<file path="config.mk">
export PLATFORM = sky130hd
export DESIGN_NAME = tx_ring_buffer_block_dispatch_flat
export DESIGN_NICKNAME = d
export VERILOG_FILES = /design/src/design/txrb_pkg.sv /design/src/design/txrb_req_if.sv /design/src/design/txrb_rsp_if.sv /design/src/design/txrb_ram.sv /design/src/design/txrb_ctrl.sv /design/src/design/tx_ring_buffer_block_dispatch.sv /design/src/flat_wrapper.sv
export VERILOG_INCLUDE_DIRS = /design/src /design/src/design
export SDC_FILE = /design/constraint.sdc
export NUM_CORES = 2
export LEC_CHECK = 0
export BUFFER_PORTS_ARGS = -buffer_cell sky130_fd_sc_hd__buf_2
export CORE_MARGIN = 2
export CORE_UTILIZATION = 62
export DETAILED_ROUTE_END_ITERATION = 8
export PLACE_DENSITY = 0.79
export SYNTH_ARGS = -nofsm -noshare
export SYNTH_HDL_FRONTEND = slang
export SYNTH_SLANG_ARGS = --single-unit
</file>
<file path="constraint.sdc">
create_clock -name clock -period 9 [get_ports clock]
set_clock_uncertainty 0.15 [all_clocks]
set_input_delay 0.9 -clock clock [delete_from_list [all_inputs] [get_ports clock]]
set_output_delay 0.9 -clock clock [all_outputs]
set_load 0.05 [all_outputs]
</file>
<file path="src/design/tx_ring_buffer_block_dispatch_assert.svh">
// Assertion macros shared by the ring buffer modules.
`ifndef TX_RING_BUFFER_BLOCK_DISPATCH_ASSERT_SVH
`define TX_RING_BUFFER_BLOCK_DISPATCH_ASSERT_SVH

// The consequent must hold in the same cycle as the antecedent.
`define TXRB_ASSERT_SAME(label, clk, rst, ante, cons, msg) \
   label: assert property (@(posedge clk) disable iff (rst) (ante) |-> (cons)) \
      else $error(msg);

// The consequent must hold in the cycle after the antecedent.
`define TXRB_ASSERT_NEXT(label, clk, rst, ante, cons, msg) \
   label: assert property (@(posedge clk) disable iff (rst) (ante) |=> (cons)) \
      else $error(msg);

`endif

</file>
<file path="src/design/txrb_pkg.sv">
`default_nettype none

package txrb_pkg;

   localparam int DEPTH  = 256;
   localparam int IDX_W  = $clog2(DEPTH);
   localparam int SIZE_W = IDX_W + 1;
   localparam int BYTE_W = 8;

   localparam logic [SIZE_W-1:0] SIZE_RESET = SIZE_W'(DEPTH);
   localparam logic [SIZE_W-1:0] SIZE_MAX   = SIZE_W'(DEPTH);

   typedef enum logic [1:0] {
      FN_WRITE = 2'd0,
      FN_DONE  = 2'd1,
      FN_READ  = 2'd2
   } func_type;

   typedef enum logic [1:0] {
      ST_OK        = 2'd0,
      ST_FULL      = 2'd1,
      ST_BAD_COUNT = 2'd2,
      ST_PASS      = 2'd3
   } status_type;

   typedef struct packed {
      logic [1:0]        func;
      logic [BYTE_W-1:0] data_byte;
      logic [7:0]        sent_count;
      logic [IDX_W-1:0]  read_index;
      logic              tx_busy;
   } item_type;

   typedef struct packed {
      status_type        status;
      logic              req_valid;
      logic [IDX_W-1:0]  req_start;
      logic [7:0]        req_len;
      logic [BYTE_W-1:0] pass_byte;
      logic              is_read;
   } result_type;

   typedef struct packed {
      logic              we;
      logic [IDX_W-1:0]  addr;
      logic [BYTE_W-1:0] data;
   } ram_write_type;

   // Length of the contiguous run of queued bytes starting at the tail.
   function automatic logic [SIZE_W-1:0] used_len(
      input logic [IDX_W-1:0]  head,
      input logic [IDX_W-1:0]  tail,
      input logic [SIZE_W-1:0] size
   );
      logic [SIZE_W-1:0] len;
      if (tail > head) begin
         len = size - {1'b0, tail};
      end else begin
         len = {1'b0, head} - {1'b0, tail};
      end
      return len;
   endfunction

   function automatic logic [7:0] sat_len(input logic [SIZE_W-1:0] len);
      logic [7:0] res;
      if (len > SIZE_W'(255)) begin
         res = 8'hFF;
      end else begin
         res = len[7:0];
      end
      return res;
   endfunction

endpackage

`default_nettype wire

</file>
<file path="src/design/txrb_req_if.sv">
`default_nettype none

interface txrb_req_if;
   logic                           valid;
   logic                           ready;
   logic [1:0]                     func;
   logic [txrb_pkg::BYTE_W-1:0]    data_byte;
   logic [7:0]                     sent_count;
   logic [txrb_pkg::IDX_W-1:0]     read_index;
   logic                           tx_busy;

   modport source (
      output valid, func, data_byte, sent_count, read_index, tx_busy,
      input  ready
   );
   modport sink (
      input  valid, func, data_byte, sent_count, read_index, tx_busy,
      output ready
   );
endinterface

`default_nettype wire

</file>
<file path="src/design/txrb_rsp_if.sv">
`default_nettype none

interface txrb_rsp_if;
   logic                           valid;
   logic                           ready;
   logic [1:0]                     status;
   logic                           req_valid;
   logic [txrb_pkg::IDX_W-1:0]     req_start;
   logic [7:0]                     req_len;
   logic [txrb_pkg::BYTE_W-1:0]    read_data;
   logic [txrb_pkg::BYTE_W-1:0]    pass_byte;

   modport source (
      output valid, status, req_valid, req_start, req_len, read_data, pass_byte,
      input  ready
   );
   modport sink (
      input  valid, status, req_valid, req_start, req_len, read_data, pass_byte,
      output ready
   );
endinterface

`default_nettype wire

</file>
<file path="src/design/txrb_ram.sv">
`default_nettype none

module txrb_ram #(
   parameter int WIDTH = 8,
   parameter int DEPTH = 256
) (
   input  wire logic                     clock,
   input  wire logic                     we,
   input  wire logic [$clog2(DEPTH)-1:0] waddr,
   input  wire logic [WIDTH-1:0]         wdata,
   input  wire logic                     re,
   input  wire logic [$clog2(DEPTH)-1:0] raddr,
   output logic      [WIDTH-1:0]         rdata
);

   logic [WIDTH-1:0] mem_ff [DEPTH];
   logic [WIDTH-1:0] rdata_ff;

   always_ff @(posedge clock) begin
      if (we) begin
         mem_ff[waddr] <= wdata;
      end
      if (re) begin
         rdata_ff <= mem_ff[raddr];
      end
   end

   assign rdata = rdata_ff;

endmodule

`default_nettype wire

</file>
<file path="src/design/txrb_ctrl.sv">
`default_nettype none
`include "tx_ring_buffer_block_dispatch_assert.svh"

module txrb_ctrl (
   input  wire logic                             clock,
   input  wire logic                             reset,
   input  wire logic                             csr_we,
   input  wire logic [txrb_pkg::SIZE_W-1:0]      csr_data,
   input  wire logic                             accept,
   input  wire txrb_pkg::item_type               item,
   output txrb_pkg::result_type                  result,
   output txrb_pkg::ram_write_type               ram_wr
);

   logic [txrb_pkg::IDX_W-1:0]  head_ff, head_in;
   logic [txrb_pkg::IDX_W-1:0]  tail_ff, tail_in;
   logic [txrb_pkg::SIZE_W-1:0] size_ff, size_in;
   logic [txrb_pkg::SIZE_W-1:0] size_ring;
   logic [txrb_pkg::SIZE_W-1:0] next_head;
   logic [txrb_pkg::SIZE_W-1:0] next_tail;
   logic [txrb_pkg::SIZE_W-1:0] cur_len;
   logic [txrb_pkg::SIZE_W-1:0] req_len;

   assign size_ring = (size_ff > txrb_pkg::SIZE_MAX) ? txrb_pkg::SIZE_MAX : size_ff;

   always_comb begin
      result    = '0;
      result.status = txrb_pkg::ST_OK;
      ram_wr    = '0;
      head_in   = head_ff;
      tail_in   = tail_ff;
      size_in   = size_ff;
      req_len   = '0;
      cur_len   = txrb_pkg::used_len(head_ff, tail_ff, size_ring);
      next_head = {1'b0, head_ff} + txrb_pkg::SIZE_W'(1);
      if (next_head >= size_ring) begin
         next_head = '0;
      end
      next_tail = {1'b0, tail_ff} + {1'b0, item.sent_count};
      if (next_tail >= size_ring) begin
         next_tail = '0;
      end
      if (csr_we) begin
         size_in = csr_data;
         head_in = '0;
         tail_in = '0;
      end else if (accept) begin
         case (item.func)
            txrb_pkg::FN_WRITE: begin
               if (size_ring == '0) begin
                  result.status    = txrb_pkg::ST_PASS;
                  result.pass_byte = item.data_byte;
               end else begin
                  if (next_head == {1'b0, tail_ff}) begin
                     result.status = txrb_pkg::ST_FULL;
                  end else begin
                     ram_wr.we   = 1'b1;
                     ram_wr.addr = head_ff;
                     ram_wr.data = item.data_byte;
                     head_in     = next_head[txrb_pkg::IDX_W-1:0];
                  end
                  if (!item.tx_busy) begin
                     req_len          = txrb_pkg::used_len(head_in, tail_ff, size_ring);
                     result.req_valid = (req_len != '0);
                     result.req_start = result.req_valid ? tail_ff : '0;
                     result.req_len   = txrb_pkg::sat_len(req_len);
                  end
               end
            end
            txrb_pkg::FN_DONE: begin
               if (size_ring != '0) begin
                  if ({1'b0, item.sent_count} > cur_len) begin
                     result.status = txrb_pkg::ST_BAD_COUNT;
                  end else begin
                     tail_in          = next_tail[txrb_pkg::IDX_W-1:0];
                     req_len          = txrb_pkg::used_len(head_ff, tail_in, size_ring);
                     result.req_valid = (req_len != '0);
                     result.req_start = result.req_valid ? tail_in : '0;
                     result.req_len   = txrb_pkg::sat_len(req_len);
                  end
               end
            end
            txrb_pkg::FN_READ: begin
               result.is_read = 1'b1;
            end
            default: begin
            end
         endcase
      end
   end

   always_ff @(posedge clock) begin
      if (reset) begin
         head_ff <= '0;
         tail_ff <= '0;
         size_ff <= txrb_pkg::SIZE_RESET;
      end else begin
         head_ff <= head_in;
         tail_ff <= tail_in;
         size_ff <= size_in;
      end
   end

   `TXRB_ASSERT_SAME(a_ptr_in_ring, clock, reset, size_ring != '0,
      ({1'b0, head_ff} < size_ring) && ({1'b0, tail_ff} < size_ring),
      "ring pointer outside the ring")
   `TXRB_ASSERT_NEXT(a_bad_count_keeps_tail, clock, reset,
      accept && !csr_we && (result.status == txrb_pkg::ST_BAD_COUNT),
      $stable(tail_ff), "tail moved on a bad completion count")

endmodule

`default_nettype wire

</file>
<file path="src/design/tx_ring_buffer_block_dispatch.sv">
// Channel  | Direction | Carries
// req_chan | in        | func, data_byte, sent_count, read_index, tx_busy
// rsp_chan | out       | status, req_valid, req_start, req_len, read_data, pass_byte
// csr      | in        | buffer_size write (csr_wr_en, csr_wr_data)
//
// Each transaction produces one result in the cycle after it is accepted.
// A new transaction is accepted every cycle while the result register is empty or being taken.
// The byte store is a single RAM with one write and one registered read per cycle.
// Reset is synchronous; it empties the ring and sets buffer_size to 256.
// A stalled result holds in the output register and blocks further input.
`default_nettype none
`include "tx_ring_buffer_block_dispatch_assert.svh"

module tx_ring_buffer_block_dispatch (
   input  wire logic                        clock,
   input  wire logic                        reset,
   input  wire logic                        csr_wr_en,
   input  wire logic [txrb_pkg::SIZE_W-1:0] csr_wr_data,
   txrb_req_if.sink                         req_chan,
   txrb_rsp_if.source                       rsp_chan
);

   logic                          accept;
   logic                          rsp_valid_ff;
   txrb_pkg::result_type          res_ff;
   txrb_pkg::result_type          result;
   txrb_pkg::ram_write_type       ram_wr;
   txrb_pkg::item_type            item;
   logic [txrb_pkg::BYTE_W-1:0]   ram_q;

   assign req_chan.ready = !rsp_valid_ff || rsp_chan.ready;
   assign accept         = req_chan.valid && req_chan.ready;

   assign item.func       = req_chan.func;
   assign item.data_byte  = req_chan.data_byte;
   assign item.sent_count = req_chan.sent_count;
   assign item.read_index = req_chan.read_index;
   assign item.tx_busy    = req_chan.tx_busy;

   txrb_ctrl u_ctrl (
      .clock    (clock),
      .reset    (reset),
      .csr_we   (csr_wr_en),
      .csr_data (csr_wr_data),
      .accept   (accept),
      .item     (item),
      .result   (result),
      .ram_wr   (ram_wr)
   );

   txrb_ram #(
      .WIDTH (txrb_pkg::BYTE_W),
      .DEPTH (txrb_pkg::DEPTH)
   ) u_store (
      .clock (clock),
      .we    (ram_wr.we),
      .waddr (ram_wr.addr),
      .wdata (ram_wr.data),
      .re    (accept && (req_chan.func == txrb_pkg::FN_READ)),
      .raddr (req_chan.read_index),
      .rdata (ram_q)
   );

   always_ff @(posedge clock) begin
      if (reset) begin
         rsp_valid_ff <= 1'b0;
      end else if (req_chan.ready) begin
         rsp_valid_ff <= accept;
      end
      if (accept) begin
         res_ff <= result;
      end
   end

   assign rsp_chan.valid     = rsp_valid_ff;
   assign rsp_chan.status    = res_ff.status;
   assign rsp_chan.req_valid = res_ff.req_valid;
   assign rsp_chan.req_start = res_ff.req_start;
   assign rsp_chan.req_len   = res_ff.req_len;
   assign rsp_chan.pass_byte = res_ff.pass_byte;
   assign rsp_chan.read_data = res_ff.is_read ? ram_q : '0;

   `TXRB_ASSERT_NEXT(a_accept_gives_result, clock, reset, accept, rsp_valid_ff,
      "accepted transaction produced no result")

endmodule

`default_nettype wire

</file>
<file path="src/flat_wrapper.sv">
// flat-port wrapper written by rule: the top's interface ports become plain ports
module tx_ring_buffer_block_dispatch_flat 
  (clock, reset, csr_wr_en, csr_wr_data, req_chan_valid, req_chan_func, req_chan_data_byte, req_chan_sent_count, req_chan_read_index, req_chan_tx_busy, req_chan_ready, rsp_chan_valid, rsp_chan_status, rsp_chan_req_valid, rsp_chan_req_start, rsp_chan_req_len, rsp_chan_read_data, rsp_chan_pass_byte, rsp_chan_ready);
  txrb_req_if req_chan_i ();
  txrb_rsp_if rsp_chan_i ();
  input  wire logic clock;
  input  wire logic reset;
  input  wire logic csr_wr_en;
  input  wire logic [txrb_pkg::SIZE_W-1:0] csr_wr_data;
  input wire logic [$bits(req_chan_i.valid)-1:0] req_chan_valid;
  input wire logic [$bits(req_chan_i.func)-1:0] req_chan_func;
  input wire logic [$bits(req_chan_i.data_byte)-1:0] req_chan_data_byte;
  input wire logic [$bits(req_chan_i.sent_count)-1:0] req_chan_sent_count;
  input wire logic [$bits(req_chan_i.read_index)-1:0] req_chan_read_index;
  input wire logic [$bits(req_chan_i.tx_busy)-1:0] req_chan_tx_busy;
  output wire logic [$bits(req_chan_i.ready)-1:0] req_chan_ready;
  output wire logic [$bits(rsp_chan_i.valid)-1:0] rsp_chan_valid;
  output wire logic [$bits(rsp_chan_i.status)-1:0] rsp_chan_status;
  output wire logic [$bits(rsp_chan_i.req_valid)-1:0] rsp_chan_req_valid;
  output wire logic [$bits(rsp_chan_i.req_start)-1:0] rsp_chan_req_start;
  output wire logic [$bits(rsp_chan_i.req_len)-1:0] rsp_chan_req_len;
  output wire logic [$bits(rsp_chan_i.read_data)-1:0] rsp_chan_read_data;
  output wire logic [$bits(rsp_chan_i.pass_byte)-1:0] rsp_chan_pass_byte;
  input wire logic [$bits(rsp_chan_i.ready)-1:0] rsp_chan_ready;
  assign req_chan_i.valid = req_chan_valid;
  assign req_chan_i.func = req_chan_func;
  assign req_chan_i.data_byte = req_chan_data_byte;
  assign req_chan_i.sent_count = req_chan_sent_count;
  assign req_chan_i.read_index = req_chan_read_index;
  assign req_chan_i.tx_busy = req_chan_tx_busy;
  assign req_chan_ready = req_chan_i.ready;
  assign rsp_chan_valid = rsp_chan_i.valid;
  assign rsp_chan_status = rsp_chan_i.status;
  assign rsp_chan_req_valid = rsp_chan_i.req_valid;
  assign rsp_chan_req_start = rsp_chan_i.req_start;
  assign rsp_chan_req_len = rsp_chan_i.req_len;
  assign rsp_chan_read_data = rsp_chan_i.read_data;
  assign rsp_chan_pass_byte = rsp_chan_i.pass_byte;
  assign rsp_chan_i.ready = rsp_chan_ready;
  tx_ring_buffer_block_dispatch u_core (.clock(clock), .reset(reset), .csr_wr_en(csr_wr_en), .csr_wr_data(csr_wr_data), .req_chan(req_chan_i), .rsp_chan(rsp_chan_i));
endmodule
</file>
==> impl_metrics.prom <==
# TYPE chip_impl_metric gauge
chip_impl_metric{name="netSwitchingPower",unit="mW"} 4.14
chip_impl_metric{name="fp.dieArea",unit="sq mm"} 0.141
chip_impl_metric{name="i_o_pins",unit=""} 78
chip_impl_metric{name="combinationalPowerShare",unit=""} 0.039
chip_impl_metric{name="gp_congestion",unit=""} 0.901
chip_impl_info{name="grt_setup_unrepaired",value="false"} 1
chip_impl_metric{name="cts_setup_buffers",unit=""} 0
chip_impl_metric{name="finalHoldViolCount",unit=""} 0
chip_impl_metric{name="floorplan.core_area",unit="sq mm"} 0.137
chip_impl_metric{name="post_synth_and_or_nand_nor_area_fraction",unit=""} 0.0337
chip_impl_metric{name="vdd_drop_max",unit="uV"} 182
chip_impl_info{name="critPathMostFrequentCell",value="ha_1"} 1
chip_impl_metric{name="ys_seq_area_frac",unit=""} 0.737
chip_impl_metric{name="initial_core_util",unit=""} 0.624
chip_impl_metric{name="final_net_count",unit=""} 4227
chip_impl_metric{name="first_pass_iters",unit=""} 6
chip_impl_metric{name="cts_num_sinks",unit=""} 2110
chip_impl_metric{name="synthAdderAreaFrac",unit=""} 0.0124
chip_impl_metric{name="ctsResizeCount",unit=""} 0
chip_impl_metric{name="synth_area",unit="sq mm"} 0.0856
chip_impl_metric{name="p_int",unit="mW"} 15.6
chip_impl_metric{name="cp_data_arrival_time",unit="ns"} 8.45
chip_impl_info{name="yosysTopAreaCell",value="edfxtp_1"} 1
chip_impl_metric{name="drv_slew",unit=""} 0
chip_impl_metric{name="synthesis.instances",unit=""} 4035
chip_impl_info{name="leading_cell_type_by_number_of_instances_after_synthesis",value="edfxtp_1"} 1
chip_impl_info{name="dominant_combinational_cell_family_by_area_after_synthesis",value="multiplexers"} 1
chip_impl_metric{name="grt_pass1_wl",unit="microns"} 309000
chip_impl_metric{name="share_of_final_layout_standard_cells_stronger_than_drive_strength_1",unit=""} 0.262
chip_impl_info{name="start_kind",value="register"} 1
chip_impl_metric{name="critical_path_peak_fanout",unit=""} 35
chip_impl_metric{name="timing.critical_path.slowest_cell_delay",unit="ns"} 0.75
chip_impl_info{name="cts_tree",value="built"} 1
chip_impl_metric{name="yosys-mux-area-fraction",unit=""} 0.180
chip_impl_info{name="outcome",value="finished, final reports clean"} 1
chip_impl_metric{name="headroom_to_the_max_slew_limit",unit=""} 0.0754
chip_impl_info{name="crit_path_cell_trace",value="ha_1 > nand3_1 > or3_1 > nand2_1 > ha_1 > a21o_1 > a21o_1 > a21oi_1 > a21boi_1 > a22o_1 > nand4b_4 > nand2_1 > o2bb2ai_1 > ha_1 > o2111ai_1 > a32oi_1 > and4b_1 > nor3_1 > nor4b_2 > a211oi_1 > o21a_1"} 1
chip_impl_metric{name="fin_area",unit="sq mm"} 0.0940
chip_impl_metric{name="synth_seq_cells",unit=""} 2110
chip_impl_metric{name="route.antenna.remaining_nets",unit=""} 0
chip_impl_metric{name="average_vias_per_placed_instance",unit=""} 7.12
chip_impl_info{name="root_buffer",value="clkbuf_16"} 1
chip_impl_metric{name="globalRoute.totalOverflow",unit=""} 0
chip_impl_metric{name="cts_htree_levels",unit=""} 4
chip_impl_metric{name="drcViolationCount",unit=""} 0
chip_impl_info{name="primary_flip_flop_cell_chosen_by_synthesis_mapping",value="edfxtp_1"} 1
chip_impl_metric{name="routed-via-count",unit=""} 43200
chip_impl_info{name="min-delay-path-class",value="input pin to register"} 1
chip_impl_metric{name="final_period_minus_worst_setup_slack",unit="ns"} 8.05
chip_impl_metric{name="power.sequential.fraction",unit=""} 0.541
chip_impl_metric{name="cellLeakagePower",unit="nW"} 24.9
chip_impl_metric{name="synth_compound_area_frac",unit=""} 0.0175
chip_impl_metric{name="number_of_antenna_violations_at_the_first_check_in_global_routing",unit=""} 5
chip_impl_metric{name="flow.area_growth_from_synthesis",unit="%"} 9.80
chip_impl_metric{name="clockBufferDepth",unit=""} 3
chip_impl_metric{name="rows",unit=""} 136
chip_impl_metric{name="worst_ep_required_time",unit="ns"} 9.39
chip_impl_metric{name="grt_max_degree",unit=""} 257
chip_impl_metric{name="total_cts_buffers",unit=""} 197
chip_impl_metric{name="floorplan.die.height",unit="microns"} 376
chip_impl_metric{name="finalSetupViolations",unit=""} 0
chip_impl_metric{name="switching_share",unit=""} 0.209
chip_impl_metric{name="achievable-frequency",unit="GHz"} 0.124
chip_impl_metric{name="max_cap_viols",unit=""} 0
chip_impl_metric{name="synth.lib_cells_used.distinct",unit=""} 74
chip_impl_metric{name="rrSetupSlack",unit="ns"} 0.95
chip_impl_info{name="synth.area.top_cells",value="edfxtp_1, mux4_2, nor2_1"} 1
chip_impl_metric{name="dpl.hpwl",unit="microns"} 113000
chip_impl_info{name="commonest_cells_post_synth",value="edfxtp_1, mux4_2, nor2_1"} 1
chip_impl_metric{name="detailed_place.area",unit="sq mm"} 0.0876
chip_impl_metric{name="fill_cells",unit=""} 7860
chip_impl_metric{name="wl",unit="microns"} 213000
chip_impl_metric{name="synth_area_per_cell",unit="sq um"} 21.2
chip_impl_metric{name="number_of_global_route_vias_before_repair",unit=""} 43300
chip_impl_metric{name="final_period_util",unit=""} 0.895
chip_impl_info{name="cpMaxStageDelayCell",value="nor4b_2"} 1
chip_impl_metric{name="synthesis.nets",unit=""} 4157
chip_impl_metric{name="clk-insertion-delay-late",unit="ns"} 0.84
chip_impl_info{name="worst_setup_path_end_kind",value="register"} 1
chip_impl_metric{name="clock_power_share",unit=""} 0.420
chip_impl_metric{name="synth-edff-count",unit=""} 2084
chip_impl_metric{name="clkTransAtPathRegs",unit="ns"} 0.06
chip_impl_metric{name="globalRouteTotalUtil",unit=""} 0.306
chip_impl_metric{name="worst_pin_slew",unit="ns"} 1.39
chip_impl_metric{name="die_w",unit="microns"} 376
chip_impl_metric{name="hold_buffers",unit=""} 0
chip_impl_metric{name="detail_route.iter0.violations",unit=""} 6606
chip_impl_metric{name="ys_async_sr_fraction",unit=""} 0
chip_impl_metric{name="synth_warnings",unit=""} 0
chip_impl_info{name="timing_worst_setup_path_type",value="register to register"} 1
chip_impl_metric{name="post_synth_xor_area_fraction",unit=""} 0.00367
chip_impl_metric{name="io_buffer_count",unit=""} 77
chip_impl_metric{name="total_neg_setup_slack",unit="ns"} 0
chip_impl_metric{name="post-synth-top-area-fraction",unit=""} 0.731
chip_impl_metric{name="p_per_area",unit="mW/mm^2"} 211
chip_impl_metric{name="post_drt_wl_per_cell",unit="microns"} 35.1
==> power groups by stage <==
stage | clock [mW] | combinational, mW | sequential [mW]
finish | 8.31 | 0.773 | 10.7
global route | 8.68 | 0.813 | 10.7
CTS | 8.35 | 0.771 | 10.7
detailed placement | 0 | 0.761 | 10.9
global placement | 0 | 0.751 | 10.9
floorplan | 0 | 0.548 | 10.9
==> critical path, delay by kind of cell, from the launching register on <==
kind / cells / cell delay, ns
DFF: 1 / 0.74
AOI/OAI and AO/OA: 10 / 3.08
and+or+nand+nor: 8 / 2.81
adders and majority gates: 3 / 1.02
==> worst paths after layout <==
| kind | startpoint | end | cells past startpoint |
|---|---|---|---|
| hold reg to reg | u_core.rsp_chan.valid$_SDFFE_PP0N_ | u_core.rsp_chan.valid$_SDFFE_PP0N_ | 2 |
| hold / removal | csr_wr_data[3] | u_core.u_ctrl.size_ff[3]$_SDFFE_PP0P_ | 3 |
| setup reg to reg | u_core.u_ctrl.head_ff[1]$_SDFFE_PP0P_ | u_core.rsp_chan.req_start[6]$_SDFFCE_PP0P_ | 21 |
| setup / recovery | u_core.u_ctrl.head_ff[1]$_SDFFE_PP0P_ | u_core.rsp_chan.req_start[6]$_SDFFCE_PP0P_ | 21 |
==> sequential cells by signal, summed over array words and instances (netlist names), 2 cells and up <==
name	count
u_core.u_store.rdata	8
u_core.u_ctrl.head_ff	8
u_core.rsp_chan.req_start	8
u_core.rsp_chan.req_len	8
u_core.rsp_chan.status	2
u_core.u_ctrl.size_ff	9
u_core.u_ctrl.tail_ff	8
u_core.rsp_chan.pass_byte	8
u_core.u_store.mem_ff	2048
==> through the flow <==
stage,util,worst slack (ns),std cells,power [mW],hold slack (ns)
finish,0.685,0.948,6066,19.8,0.189
detailed placement,0.639,1.19,5700,11.7,0.366
global placement,0.639,1.19,5700,11.7,0.353
CTS,0.685,1.11,6063,19.8,0.148
floorplan,-,1.52,4035,11.5,0.334
global route,0.685,0.408,6063,20.2,0.200
==> metal layers <==
metal	global-route usage	vias up	routed length, microns
met1	0.430	22800	77900
met4	0.106	2	8200
met3	0.0553	447	20800
met2	0.495	2988	106000
met5	0	-	16
li1	-	17000	-
==> layout make-up <==
type,count,area [sq um],share of cell area
tap,1794,2240,0.0239
clock buffer,246,5230,0.0557
clock inverter,117,1100,0.0117
timing repair buffer,119,912,0.00971
antenna,3,7.51,0.0000799
sequential,2110,63100,0.672
multi-input combinational,1638,21200,0.226
inverter,39,146,0.00156
==> logic make-up after synthesis <==
logic type,after synthesis
xor gates and xnor gates,35
adders and majority gates,81
AOI/OAI and AO/OA,217
DFF,2110
buffers and inverters,287
muxes,699
and+or+nand+nor,606
==> placed cells by master, fill, tap and decap left out, drive strengths merged, types with 19 or more instances in the layout <==
| cell type | instances |
|---|---|
| clkbuf | 246 |
| nor2 | 331 |
| dfxtp | 26 |
| a21oi | 44 |
| o21ai | 34 |
| o21a | 24 |
| inv | 45 |
| xnor2 | 19 |
| edfxtp | 2084 |
| clkinv | 87 |
| bufinv | 19 |
| buf | 119 |
| mux4 | 672 |
| nand2 | 82 |
| mux2i | 21 |
| nor3 | 34 |
| and3 | 23 |
| ha | 75 |
| nand3 | 40 |
Note: power is estimated with default switching activity, not from simulation.
